<file path="src/rtl/bcc_pkg.sv">
`default_nettype none

package bcc_pkg;

  // field widths
  localparam int unsigned NowW    = 32;
  localparam int unsigned CfgW    = 16;
  localparam int unsigned CfgIdxW = 2;
  localparam int unsigned PhaseW  = 2;
  localparam int unsigned EventW  = 2;

  // padded stream widths
  localparam int unsigned InDataW  = 40;
  localparam int unsigned OutDataW = 8;

  // phase codes
  localparam logic [PhaseW-1:0] PhStandby  = 2'd0;
  localparam logic [PhaseW-1:0] PhPressed  = 2'd1;
  localparam logic [PhaseW-1:0] PhReleased = 2'd2;
  localparam logic [PhaseW-1:0] PhIdle     = 2'd3;

  // event codes
  localparam logic [EventW-1:0] EvNone   = 2'd0;
  localparam logic [EventW-1:0] EvShort  = 2'd1;
  localparam logic [EventW-1:0] EvLong   = 2'd2;
  localparam logic [EventW-1:0] EvDouble = 2'd3;

  // register indexes
  localparam logic [CfgIdxW-1:0] RegDebounce    = 2'd0;
  localparam logic [CfgIdxW-1:0] RegLongPress   = 2'd1;
  localparam logic [CfgIdxW-1:0] RegDoubleClick = 2'd2;
  localparam logic [CfgIdxW-1:0] RegPressedLvl  = 2'd3;

  // register reset values
  localparam logic [CfgW-1:0] DebounceRst    = 16'd50;
  localparam logic [CfgW-1:0] LongPressRst   = 16'd1000;
  localparam logic [CfgW-1:0] DoubleClickRst = 16'd300;
  localparam logic            PressedLvlRst  = 1'b0;

  typedef struct packed {
    logic [CfgW-1:0] debounce_ms;
    logic [CfgW-1:0] long_press_ms;
    logic [CfgW-1:0] double_click_ms;
    logic            pressed_level;
  } cfg_t;

  typedef struct packed {
    logic [NowW-1:0] now_ms;
    logic            pin_level;
  } poll_t;

endpackage

`default_nettype wire

</file>
<file path="src/rtl/bcc_fsm.sv">
`default_nettype none

module bcc_fsm (
  input  wire logic                         clk_i,
  input  wire logic                         rst_ni,
  input  wire logic                         step_i,
  input  wire bcc_pkg::poll_t               poll_i,
  input  wire bcc_pkg::cfg_t                cfg_i,
  output logic [bcc_pkg::EventW-1:0]        event_o
);

  logic [bcc_pkg::PhaseW-1:0] phase_q, phase_d;
  logic [bcc_pkg::NowW-1:0]   stamp_q, stamp_d;
  logic [bcc_pkg::NowW-1:0]   elapsed;
  logic                       down;
  logic                       sample;

  // wrapping elapsed time and debounce gate
  assign down    = (poll_i.pin_level == cfg_i.pressed_level);
  assign elapsed = poll_i.now_ms - stamp_q;
  assign sample  = (elapsed >= {{(bcc_pkg::NowW-bcc_pkg::CfgW){1'b0}}, cfg_i.debounce_ms});

  // phase decision
  always_comb begin
    phase_d = phase_q;
    stamp_d = stamp_q;
    event_o = bcc_pkg::EvNone;
    if (sample) begin
      case (phase_q)
        bcc_pkg::PhStandby: begin
          if (down) phase_d = bcc_pkg::PhPressed;
          stamp_d = poll_i.now_ms;
        end
        bcc_pkg::PhPressed: begin
          if (!down) begin
            phase_d = bcc_pkg::PhReleased;
            stamp_d = poll_i.now_ms;
          end else if (elapsed >= {{(bcc_pkg::NowW-bcc_pkg::CfgW){1'b0}},
                                   cfg_i.long_press_ms}) begin
            event_o = bcc_pkg::EvLong;
            phase_d = bcc_pkg::PhIdle;
            stamp_d = poll_i.now_ms;
          end
        end
        bcc_pkg::PhReleased: begin
          if (elapsed <= {{(bcc_pkg::NowW-bcc_pkg::CfgW){1'b0}},
                          cfg_i.double_click_ms}) begin
            if (down) begin
              event_o = bcc_pkg::EvDouble;
              phase_d = bcc_pkg::PhIdle;
              stamp_d = poll_i.now_ms;
            end
          end else begin
            event_o = bcc_pkg::EvShort;
            phase_d = bcc_pkg::PhIdle;
            stamp_d = poll_i.now_ms;
          end
        end
        default: begin
          if (!down) phase_d = bcc_pkg::PhStandby;
          stamp_d = poll_i.now_ms;
        end
      endcase
    end
  end

  // phase and stamp registers
  always_ff @(posedge clk_i or negedge rst_ni) begin
    if (!rst_ni) begin
      phase_q <= bcc_pkg::PhStandby;
      stamp_q <= '0;
    end else if (step_i) begin
      phase_q <= phase_d;
      stamp_q <= stamp_d;
    end
  end

endmodule

`default_nettype wire

</file>
<file path="src/rtl/button_click_classifier_top.sv">
// button click classifier
// slave stream: one word per poll of the button pin; master stream: one
// word per poll carrying the event code (none, short, long, double click).
// configuration: write enable, register index and 16-bit data; the user must
// write registers only while no poll is in flight; the block does not enforce it.
// pipeline: an input register holds the accepted poll; when it advances,
// the classifier compares the wrapping elapsed time against the
// configured periods, updates phase and stamp, and loads the output
// register, which then presents the event word.
// throughput is one poll per cycle while the receiver does not stall; the
// phase/stamp update is combinational: one 32-bit subtract and a few compares.
// when the receiver stalls the output register holds its word, the input
// register fills, and s_tready drops only once both are occupied.
// reset clears both valid flags, returns the phase to standby with a
// zero stamp and loads the registers with their default periods.
`default_nettype none

module button_click_classifier_top (
  input  wire logic                             clk_i,
  input  wire logic                             rst_ni,
  // configuration
  input  wire logic                             cfg_we_i,
  input  wire logic [bcc_pkg::CfgIdxW-1:0]      cfg_idx_i,
  input  wire logic [bcc_pkg::CfgW-1:0]         cfg_data_i,
  // poll stream
  input  wire logic                             s_tvalid,
  output logic                                  s_tready,
  input  wire logic [bcc_pkg::InDataW-1:0]      s_tdata,   // now_ms[31:0], pin_level[32]
  // event stream
  output logic                                  m_tvalid,
  input  wire logic                             m_tready,
  output logic [bcc_pkg::OutDataW-1:0]          m_tdata    // event_code[1:0]
);

  bcc_pkg::cfg_t              cfg_q;
  bcc_pkg::poll_t             poll_q;
  logic                       in_valid_q;
  logic                       out_valid_q;
  logic [bcc_pkg::EventW-1:0] event_q;
  logic [bcc_pkg::EventW-1:0] event_d;
  logic                       advance;
  logic                       in_take;

  // configuration registers
  always_ff @(posedge clk_i or negedge rst_ni) begin
    if (!rst_ni) begin
      cfg_q.debounce_ms     <= bcc_pkg::DebounceRst;
      cfg_q.long_press_ms   <= bcc_pkg::LongPressRst;
      cfg_q.double_click_ms <= bcc_pkg::DoubleClickRst;
      cfg_q.pressed_level   <= bcc_pkg::PressedLvlRst;
    end else if (cfg_we_i) begin
      case (cfg_idx_i)
        bcc_pkg::RegDebounce:    cfg_q.debounce_ms     <= cfg_data_i;
        bcc_pkg::RegLongPress:   cfg_q.long_press_ms   <= cfg_data_i;
        bcc_pkg::RegDoubleClick: cfg_q.double_click_ms <= cfg_data_i;
        bcc_pkg::RegPressedLvl:  cfg_q.pressed_level   <= cfg_data_i[0];
        default: ;
      endcase
    end
  end

  // handshake
  assign advance  = in_valid_q && (!out_valid_q || m_tready);
  assign s_tready = !in_valid_q || advance;
  assign in_take  = s_tvalid && s_tready;

  // input register
  always_ff @(posedge clk_i or negedge rst_ni) begin
    if (!rst_ni) begin
      in_valid_q <= 1'b0;
    end else if (s_tready) begin
      in_valid_q <= s_tvalid;
    end
  end

  always_ff @(posedge clk_i) begin
    if (in_take) begin
      poll_q.now_ms    <= s_tdata[bcc_pkg::NowW-1:0];
      poll_q.pin_level <= s_tdata[bcc_pkg::NowW];
    end
  end

  // classifier
  bcc_fsm u_fsm (
    .clk_i   (clk_i),
    .rst_ni  (rst_ni),
    .step_i  (advance),
    .poll_i  (poll_q),
    .cfg_i   (cfg_q),
    .event_o (event_d)
  );

  // output register
  always_ff @(posedge clk_i or negedge rst_ni) begin
    if (!rst_ni) begin
      out_valid_q <= 1'b0;
    end else if (advance) begin
      out_valid_q <= 1'b1;
    end else if (m_tready) begin
      out_valid_q <= 1'b0;
    end
  end

  always_ff @(posedge clk_i) begin
    if (advance) begin
      event_q <= event_d;
    end
  end

  assign m_tvalid = out_valid_q;
  assign m_tdata  = {{(bcc_pkg::OutDataW-bcc_pkg::EventW){1'b0}}, event_q};

endmodule

`default_nettype wire
</file>
<file path="config.mk">
export PLATFORM = sky130hd
export DESIGN_NAME = button_click_classifier_top
export DESIGN_NICKNAME = d
export VERILOG_FILES = /design/src/rtl/bcc_pkg.sv /design/src/rtl/bcc_fsm.sv /design/src/rtl/button_click_classifier_top.sv
export SDC_FILE = /design/constraint.sdc
export NUM_CORES = 1
export LEC_CHECK = 0
export ABC_AREA = 1
export BUFFER_PORTS_ARGS = -buffer_cell sky130_fd_sc_hd__buf_2
export CAP_MARGIN = 20
export CORE_MARGIN = 3
export CORE_UTILIZATION = 50
export DETAILED_ROUTE_END_ITERATION = 8
export PLACE_DENSITY = 0.81
export SLEW_MARGIN = 20
export SYNTH_ARGS = -nofsm -noshare
export SYNTH_HDL_FRONTEND = slang
export SYNTH_SLANG_ARGS = --single-unit
</file>
<file path="constraint.sdc">
create_clock -name clk_i -period 3.99 [get_ports clk_i]
set_clock_uncertainty 0.05 [all_clocks]
set_input_delay 0.1995 -clock clk_i [delete_from_list [all_inputs] [get_ports clk_i]]
set_output_delay 0.1995 -clock clk_i [all_outputs]
set_load 0.02 [all_outputs]
</file>
==> results of run 1 <==
## worst max-delay path, delay by kind of cell, from the launching register on
kind	cells	cell delay [ns]
XOR/XNOR	1	0.34
adder cells (fa/ha/maj)	2	0.76
AO/OA/AOI/OAI	3	0.47
AND/OR/NAND/NOR	10	1.40
buffers and inverters	1	0.23
flip-flops	1	0.43
## placed cells by master, fill, tap and decap left out, drive strengths merged
| master | count |
|---|---|
| clkbuf | 18 |
| inv | 258 |
| nor2 | 55 |
| o21a | 1 |
| bufinv | 3 |
| clkinvlp | 1 |
| o2111ai | 1 |
| a21oi | 37 |
| xnor2 | 2 |
| dfrtp | 72 |
| fa | 1 |
| nor3 | 12 |
| nor4 | 1 |
| dlygate4sd3 | 44 |
| xor2 | 14 |
| edfxtp | 35 |
| a21o | 1 |
| ha | 83 |
| o21bai | 2 |
| clkinv | 9 |
| and2 | 4 |
| a211oi | 2 |
| o211ai | 1 |
| nand3 | 67 |
| buf | 66 |
| nand4 | 8 |
| nand2 | 430 |
| conb | 6 |
| dfstp | 13 |
| nand3b | 3 |
| o21ai | 55 |
## Yosys cell counts, drive strengths merged
master	count	area (um^2)
o21bai	2	15.0
o21ai	55	275
o2111ai	1	8.76
conb	1	3.75
xor2	14	123
xnor2	2	17.5
o211ai	1	7.51
edfxtp	35	1050
o21a	1	7.51
dfstp	13	342
nor3	12	80.1
a211oi	2	15.0
a21o	1	7.51
clkinv	2	7.51
nand4	8	65.1
nand3	67	345
nor2	55	251
a21oi	37	185
nand2	430	1670
ha	83	1040
fa	1	20.0
nand3b	3	22.5
nor4	1	6.26
clkbuf	9	33.8
inv	255	957
dfrtp	72	1800
and2	4	25.0
buf	15	111
## power breakdown
group	internal [mW]	switching [mW]	total, mW
sequential	1.49	0.127	1.62
combinational	0.987	1.69	2.68
clock	0.985	0.584	1.57
## how the worst max path moves through the flow
stage | start | endpoint | slack [ns]
floorplan | poll_q[7] | u_fsm.stamp_q[25] | 0.97
detailed placement | poll_q[1] | u_fsm.stamp_q[19] | 0.15
CTS | poll_q[1] | u_fsm.stamp_q[19] | 0.12
global placement | u_fsm.stamp_q[0] | u_fsm.stamp_q[22] | 0.25
global route | poll_q[1] | u_fsm.stamp_q[8] | -0.008
finish | poll_q[10] | u_fsm.stamp_q[8] | 0.26
## through the flow
stage	cell area [um^2]	hold WS [ns]
2_1_floorplan	8520	-0.146
3_3_place_gp	9020	0.248
3_5_place_dp	9020	0.266
4_1_cts	10100	0.00529
5_1_grt	10100	0.0387
6_report	10100	0.0236
## layer usage
metal | global-route usage (%) | vias up | part of all wire (%)
met5 | 0 | - | 0
met4 | 9.18 | 0 | 2.4
met3 | 3.26 | 34 | 5.0
met2 | 36.1 | 193 | 46
met1 | 30.8 | 3362 | 47
li1 | - | 3834 | -
## cell type report
cell class / instances / area [um^2] / area share [%]
clock buffers: 18 / 429 / 4.24
multi-input cells: 786 / 4270 / 42.2
repair buffers: 110 / 816 / 8.06
flip-flops and latches: 120 / 3190 / 31.6
clock inverters: 14 / 173 / 1.71
inverters: 257 / 965 / 9.53
well taps: 220 / 275 / 2.72
## state kept, by name, indices dropped and copies added, names as in the netlist
name and flops:
cfg_q 49, event_q 2, in_valid_q 1, m_tvalid 1
poll_q 33, u_fsm.phase_q 2, u_fsm.stamp_q 32
## repair_timing
| item | in CTS | in global routing |
|---|---|---|
| endpoints found under the hold margin | 95 | 0 |
| hold buffers | 44 | 0 |
| endpoints found under the setup margin | 0 | 33 |
| resized for setup | 0 | 7 |
## kinds of logic (layout without fill, tap and decap cells)
family                   Yosys count  in the layout  share of synthesized area (%)
adder cells (fa/ha/maj)           84             84                           12.5
XOR/XNOR                          16             16                           1.65
other                              1              6                         0.0441
AND/OR/NAND/NOR                  580            580                           29.1
AO/OA/AOI/OAI                    100            100                           6.14
flip-flops                       120            120                           37.6
buffers and inverters            281            399                           13.1
==> impl_metrics.json, run 1 <==
{
  "ys_seq_area_share_pct": 37.6,
  "cp_slowest_cell": "edfxtp_1",
  "fmax_mhz": 268,
  "netlist_instances": 1182,
  "place_hpwl_mm": 14.4,
  "clk_latency_ns": 0.43,
  "gr-usage-all-layers_pct": 22.6,
  "hold_start": "cfg_data_i[10]",
  "grt_pass1_wl_mm": 33.3,
  "outcome": "complete, no violations",
  "critPathLaunchType": "register",
  "drtPass1Iterations": 7,
  "diodes": 0,
  "area_growth_pct": 19.1,
  "gp_congestion": 0.936,
  "timing.final.max_slew_violations": 0,
  "first_global_vias": 7140,
  "antenna_found_initial": 0,
  "max_stage_delay_ns": 0.43,
  "die_h_um": 136,
  "syn_area_per_cell_um2": 7.19,
  "crit_chain": "ha_1, nand2_1, nor2_2, nand3_1, nand3b_1, xor2_1, ha_1, a21oi_1, o21ai_0, nand4_1, o2111ai_1, nand2_1, nand4_4, nand2_4, buf_4, nand2_1, nand2_1",
  "max_slew_margin_pct": 30.4,
  "cp-end-kind": "register",
  "rows": 47,
  "globalRouteOverflowTotal": 0,
  "setup_slack_ns": 0.261,
  "crit_type": "reg2reg",
  "n_fill_cell": 1449,
  "place_ws_ns": 0.149,
  "whs_path_depth": 3,
  "finalHoldViolCount": 0,
  "synth_warnings": 0,
  "placed_cells_incl_taps": 1449,
  "crit_arrival_ns": 4.04,
  "vias_per_cell": 4.87,
  "cts_setup_buffers": 0,
  "maxCapViolations": 0,
  "setup_violations": 0,
  "reg2reg_to": "u_fsm.stamp_q[8]",
  "rrSetupSlack_ns": 0.26,
  "clkTransAtPathRegs_ns": 0.06,
  "finalCritPeriodShare_pct": 93.5,
  "critPathMaxFanout": 17,
  "htreeDepth": 4,
  "finish.utilization_pct": 61.0,
  "grt_max_degree": 57,
  "p_leak_nw": 5.60,
  "dr_total_vias": 7423,
  "ys_ff_latch": 120,
  "path_common_cell": "nand2_1",
  "fin_cells": 1525,
  "start_util_pct": 51.2,
  "worstHoldEndpoint": "cfg_q[27]",
  "drive_gt1_share_pct": 12.9,
  "cts_sinks": 120,
  "cts_tree": "done",
  "vdd_ir_drop_max_v": 0.000370,
  "worstMarginPinSlew_ns": 1.04,
  "worstReg2RegStart": "poll_q[10]",
  "required_ns": 4.30,
  "die_area_um2": 18600,
  "ant_nets": 0,
  "final.setup.tns_ns": 0,
  "hold_path_class": "in2reg",
  "p_per_area_nw_per_um2": 580,
  "drtIter0Drc": 446,
  "wl_per_cell_um": 13.0,
  "wirelength_mm": 19.9,
  "post-route-min-period_ns": 3.73,
  "nets": 1439,
  "ios": 73,
  "mappedNetlistArea_um2": 8500,
  "core_um2": 16600,
  "cts-root-buf": "clkbuf_16",
  "die_w_um": 136,
  "reg2regPathDepth": 17,
  "power_mw": 5.87,
  "drc": 0,
  "yosys.cell_types.count": 40,
  "cts_buffers": 17,
  "io_buffers": 59,
  "ctsLongestPathBuffers": 2
}
Power figures use the tool's default switching activity.
==> inputs of run 2 (changes only) <==
--- a/config.mk
+++ b/config.mk
@@ -6,12 +6,12 @@
 export NUM_CORES = 1
 export LEC_CHECK = 0
 export ABC_AREA = 1
-export BUFFER_PORTS_ARGS = -buffer_cell sky130_fd_sc_hd__buf_2
 export CAP_MARGIN = 20
 export CORE_MARGIN = 3
 export CORE_UTILIZATION = 50
 export DETAILED_ROUTE_END_ITERATION = 8
-export PLACE_DENSITY = 0.81
+export DONT_BUFFER_PORTS = 1
+export PLACE_DENSITY = 0.77
 export SLEW_MARGIN = 20
 export SYNTH_ARGS = -nofsm -noshare
 export SYNTH_HDL_FRONTEND = slang
==> run 2 against run 1 <==
Net effect:
- global-route usage shrank 0.31 points
- largest power group unchanged
- routed wire length decreased by 3.2%
- non-clock buffer count decreased by 46
- largest cell class unchanged
- via count down 3.7%
- clock power is essentially flat
==> impl_metrics.json, run 2 (same netlist as run 1, synthesis figures left out) <==
{
  "start_util_pct": 51.2,
  "globalRouteOverflowTotal": 0,
  "vdd_ir_drop_max_v": 0.000375,
  "p_per_area_nw_per_um2": 587,
  "crit_arrival_ns": 4.01,
  "dr_total_vias": 7145,
  "holdWs_ns": 0.280,
  "grt_pass1_wl_mm": 32.7,
  "cts-root-buf": "clkbuf_16",
  "outcome": "complete, no violations",
  "finish.utilization_pct": 60.1,
  "worstMarginPinSlew_ns": 1.03,
  "post-route-min-period_ns": 3.69,
  "die_w_um": 136,
  "drive_gt1_share_pct": 8.98,
  "die_area_um2": 18600,
  "cts_buffers": 17,
  "hold_path_class": "in2reg",
  "timing.final.max_slew_violations": 0,
  "cts_sinks": 120,
  "ctsLongestPathBuffers": 2,
  "rows": 47,
  "die_h_um": 136,
  "place_hpwl_mm": 14.1,
  "fin_area_um2": 9960,
  "critPathMaxFanout": 18,
  "final_common_cell": "nand2_1",
  "core_um2": 16600,
  "place_area_um2": 8700,
  "setup_slack_ns": 0.296,
  "place_ws_ns": 0.146,
  "antenna_found_initial": 0,
  "area_growth_pct": 17.2,
  "p_leak_nw": 5.43,
  "maxCapViolations": 0,
  "rrSetupSlack_ns": 0.30,
  "crit_type": "reg2reg",
  "setup_violations": 0,
  "gp_congestion": 0.964,
  "top_regs": "cfg_q: 49 flops, poll_q: 33 flops, u_fsm.stamp_q: 32 flops",
  "n_fill_cell": 1522,
  "htreeDepth": 4,
  "largest_register": "cfg_q",
  "gr-usage-all-layers_pct": 22.2,
  "drtIter0Drc": 462,
  "first_global_vias": 6901,
  "drtPass1Iterations": 5,
  "drc": 0,
  "finalCritPeriodShare_pct": 92.6,
  "seqCellArea_um2": 3190,
  "io_buffers": 0,
  "finalHoldViolCount": 0,
  "clkTransAtPathRegs_ns": 0.06,
  "critPathLaunchType": "register",
  "cp-end-kind": "register",
  "required_ns": 4.31,
  "largest_reg_flops": 49,
  "vias_per_cell": 4.83,
  "wl_per_cell_um": 13.0,
  "fmax_mhz": 271,
  "nets": 1393,
  "ant_nets": 0,
  "clk_latency_ns": 0.43,
  "diodes": 0,
  "cts_tree": "done",
  "ios": 73,
  "wirelength_mm": 19.3,
  "final_cell_mix": "nand2_1 (408), inv_1 (247), ha_1 (83)",
  "max_slew_margin_pct": 31.4,
  "multi_input_area_um2": 4280,
  "grt_max_degree": 86
}
==> run 2: stage by stage <==
stage / TNS [ns] / cells / power [mW]
2_1_floorplan: 0 / 1187 / 3.56
3_3_place_gp: 0 / 1389 / 4.06
3_5_place_dp: 0 / 1389 / 4.14
4_1_cts: 0 / 1476 / 5.82
5_1_grt: -0.000814 / 1478 / 6.38
6_report: 0 / 1478 / 5.85
==> run 2: timing repair <==
action                                 CTS  global route
setup endpoints to repair                0            34
hold buffers                            56             0
endpoints found under the hold margin  169             0
gates resized for setup                  0             9
buffers inserted                         0             2
==> run 2: per-layer routing <==
metal | up-vias | GRT usage (%) | part of all wire (%)
met5 | - | 0 | 0
met4 | 0 | 7.50 | 1.8
met3 | 26 | 3.85 | 5.0
met2 | 168 | 34.7 | 45
met1 | 3209 | 31.4 | 48
li1 | 3742 | - | -
==> run 2: worst max-delay path, stage by stage, from the launching register on <==
cell      delay (ns)
edfxtp_1        0.45
ha_1            0.39
nand2_1         0.11
inv_1           0.07
nand2_1         0.11
nand2_1         0.06
nand2_1         0.07
nand3_1         0.20
xor2_2          0.32
ha_1            0.29
inv_1           0.07
nor3_1          0.05
a211oi_1        0.23
nand2_1         0.13
nand2_1         0.07
nand2_1         0.10
nor3_2          0.27
nor2_4          0.09
nand2_4         0.08
buf_4           0.24
nand2_1         0.08
nand2_1         0.06
==> run 2: worst paths after layout <==
| check | startpoint | endpoint | cells past startpoint |
|---|---|---|---|
| min in group asynchronous | rst_ni | u_fsm.stamp_q[24] | 2 |
| max in group asynchronous | rst_ni | cfg_q[3] | 2 |
| hold reg to reg | u_fsm.stamp_q[15] | u_fsm.stamp_q[15] | 2 |
| hold / removal | cfg_we_i | cfg_q[24] | 2 |
| setup / recovery | poll_q[6] | u_fsm.stamp_q[19] | 21 |
| setup reg to reg | poll_q[6] | u_fsm.stamp_q[19] | 21 |
==> run 2: area by class of cell <==
type / instances / share of cell area, %
sequential: 120 / 32.1
clock inverter: 13 / 1.72
clock buffer: 18 / 4.31
inverter: 257 / 9.68
multi-input combinational: 786 / 42.9
timing repair buffer: 64 / 6.53
tap: 220 / 2.76
==> run 2: power breakdown <==
group / internal [mW] / switching [mW]
combinational: 0.974 / 1.68
clock: 0.984 / 0.589
sequential: 1.49 / 0.129
total: 3.45 / 2.40
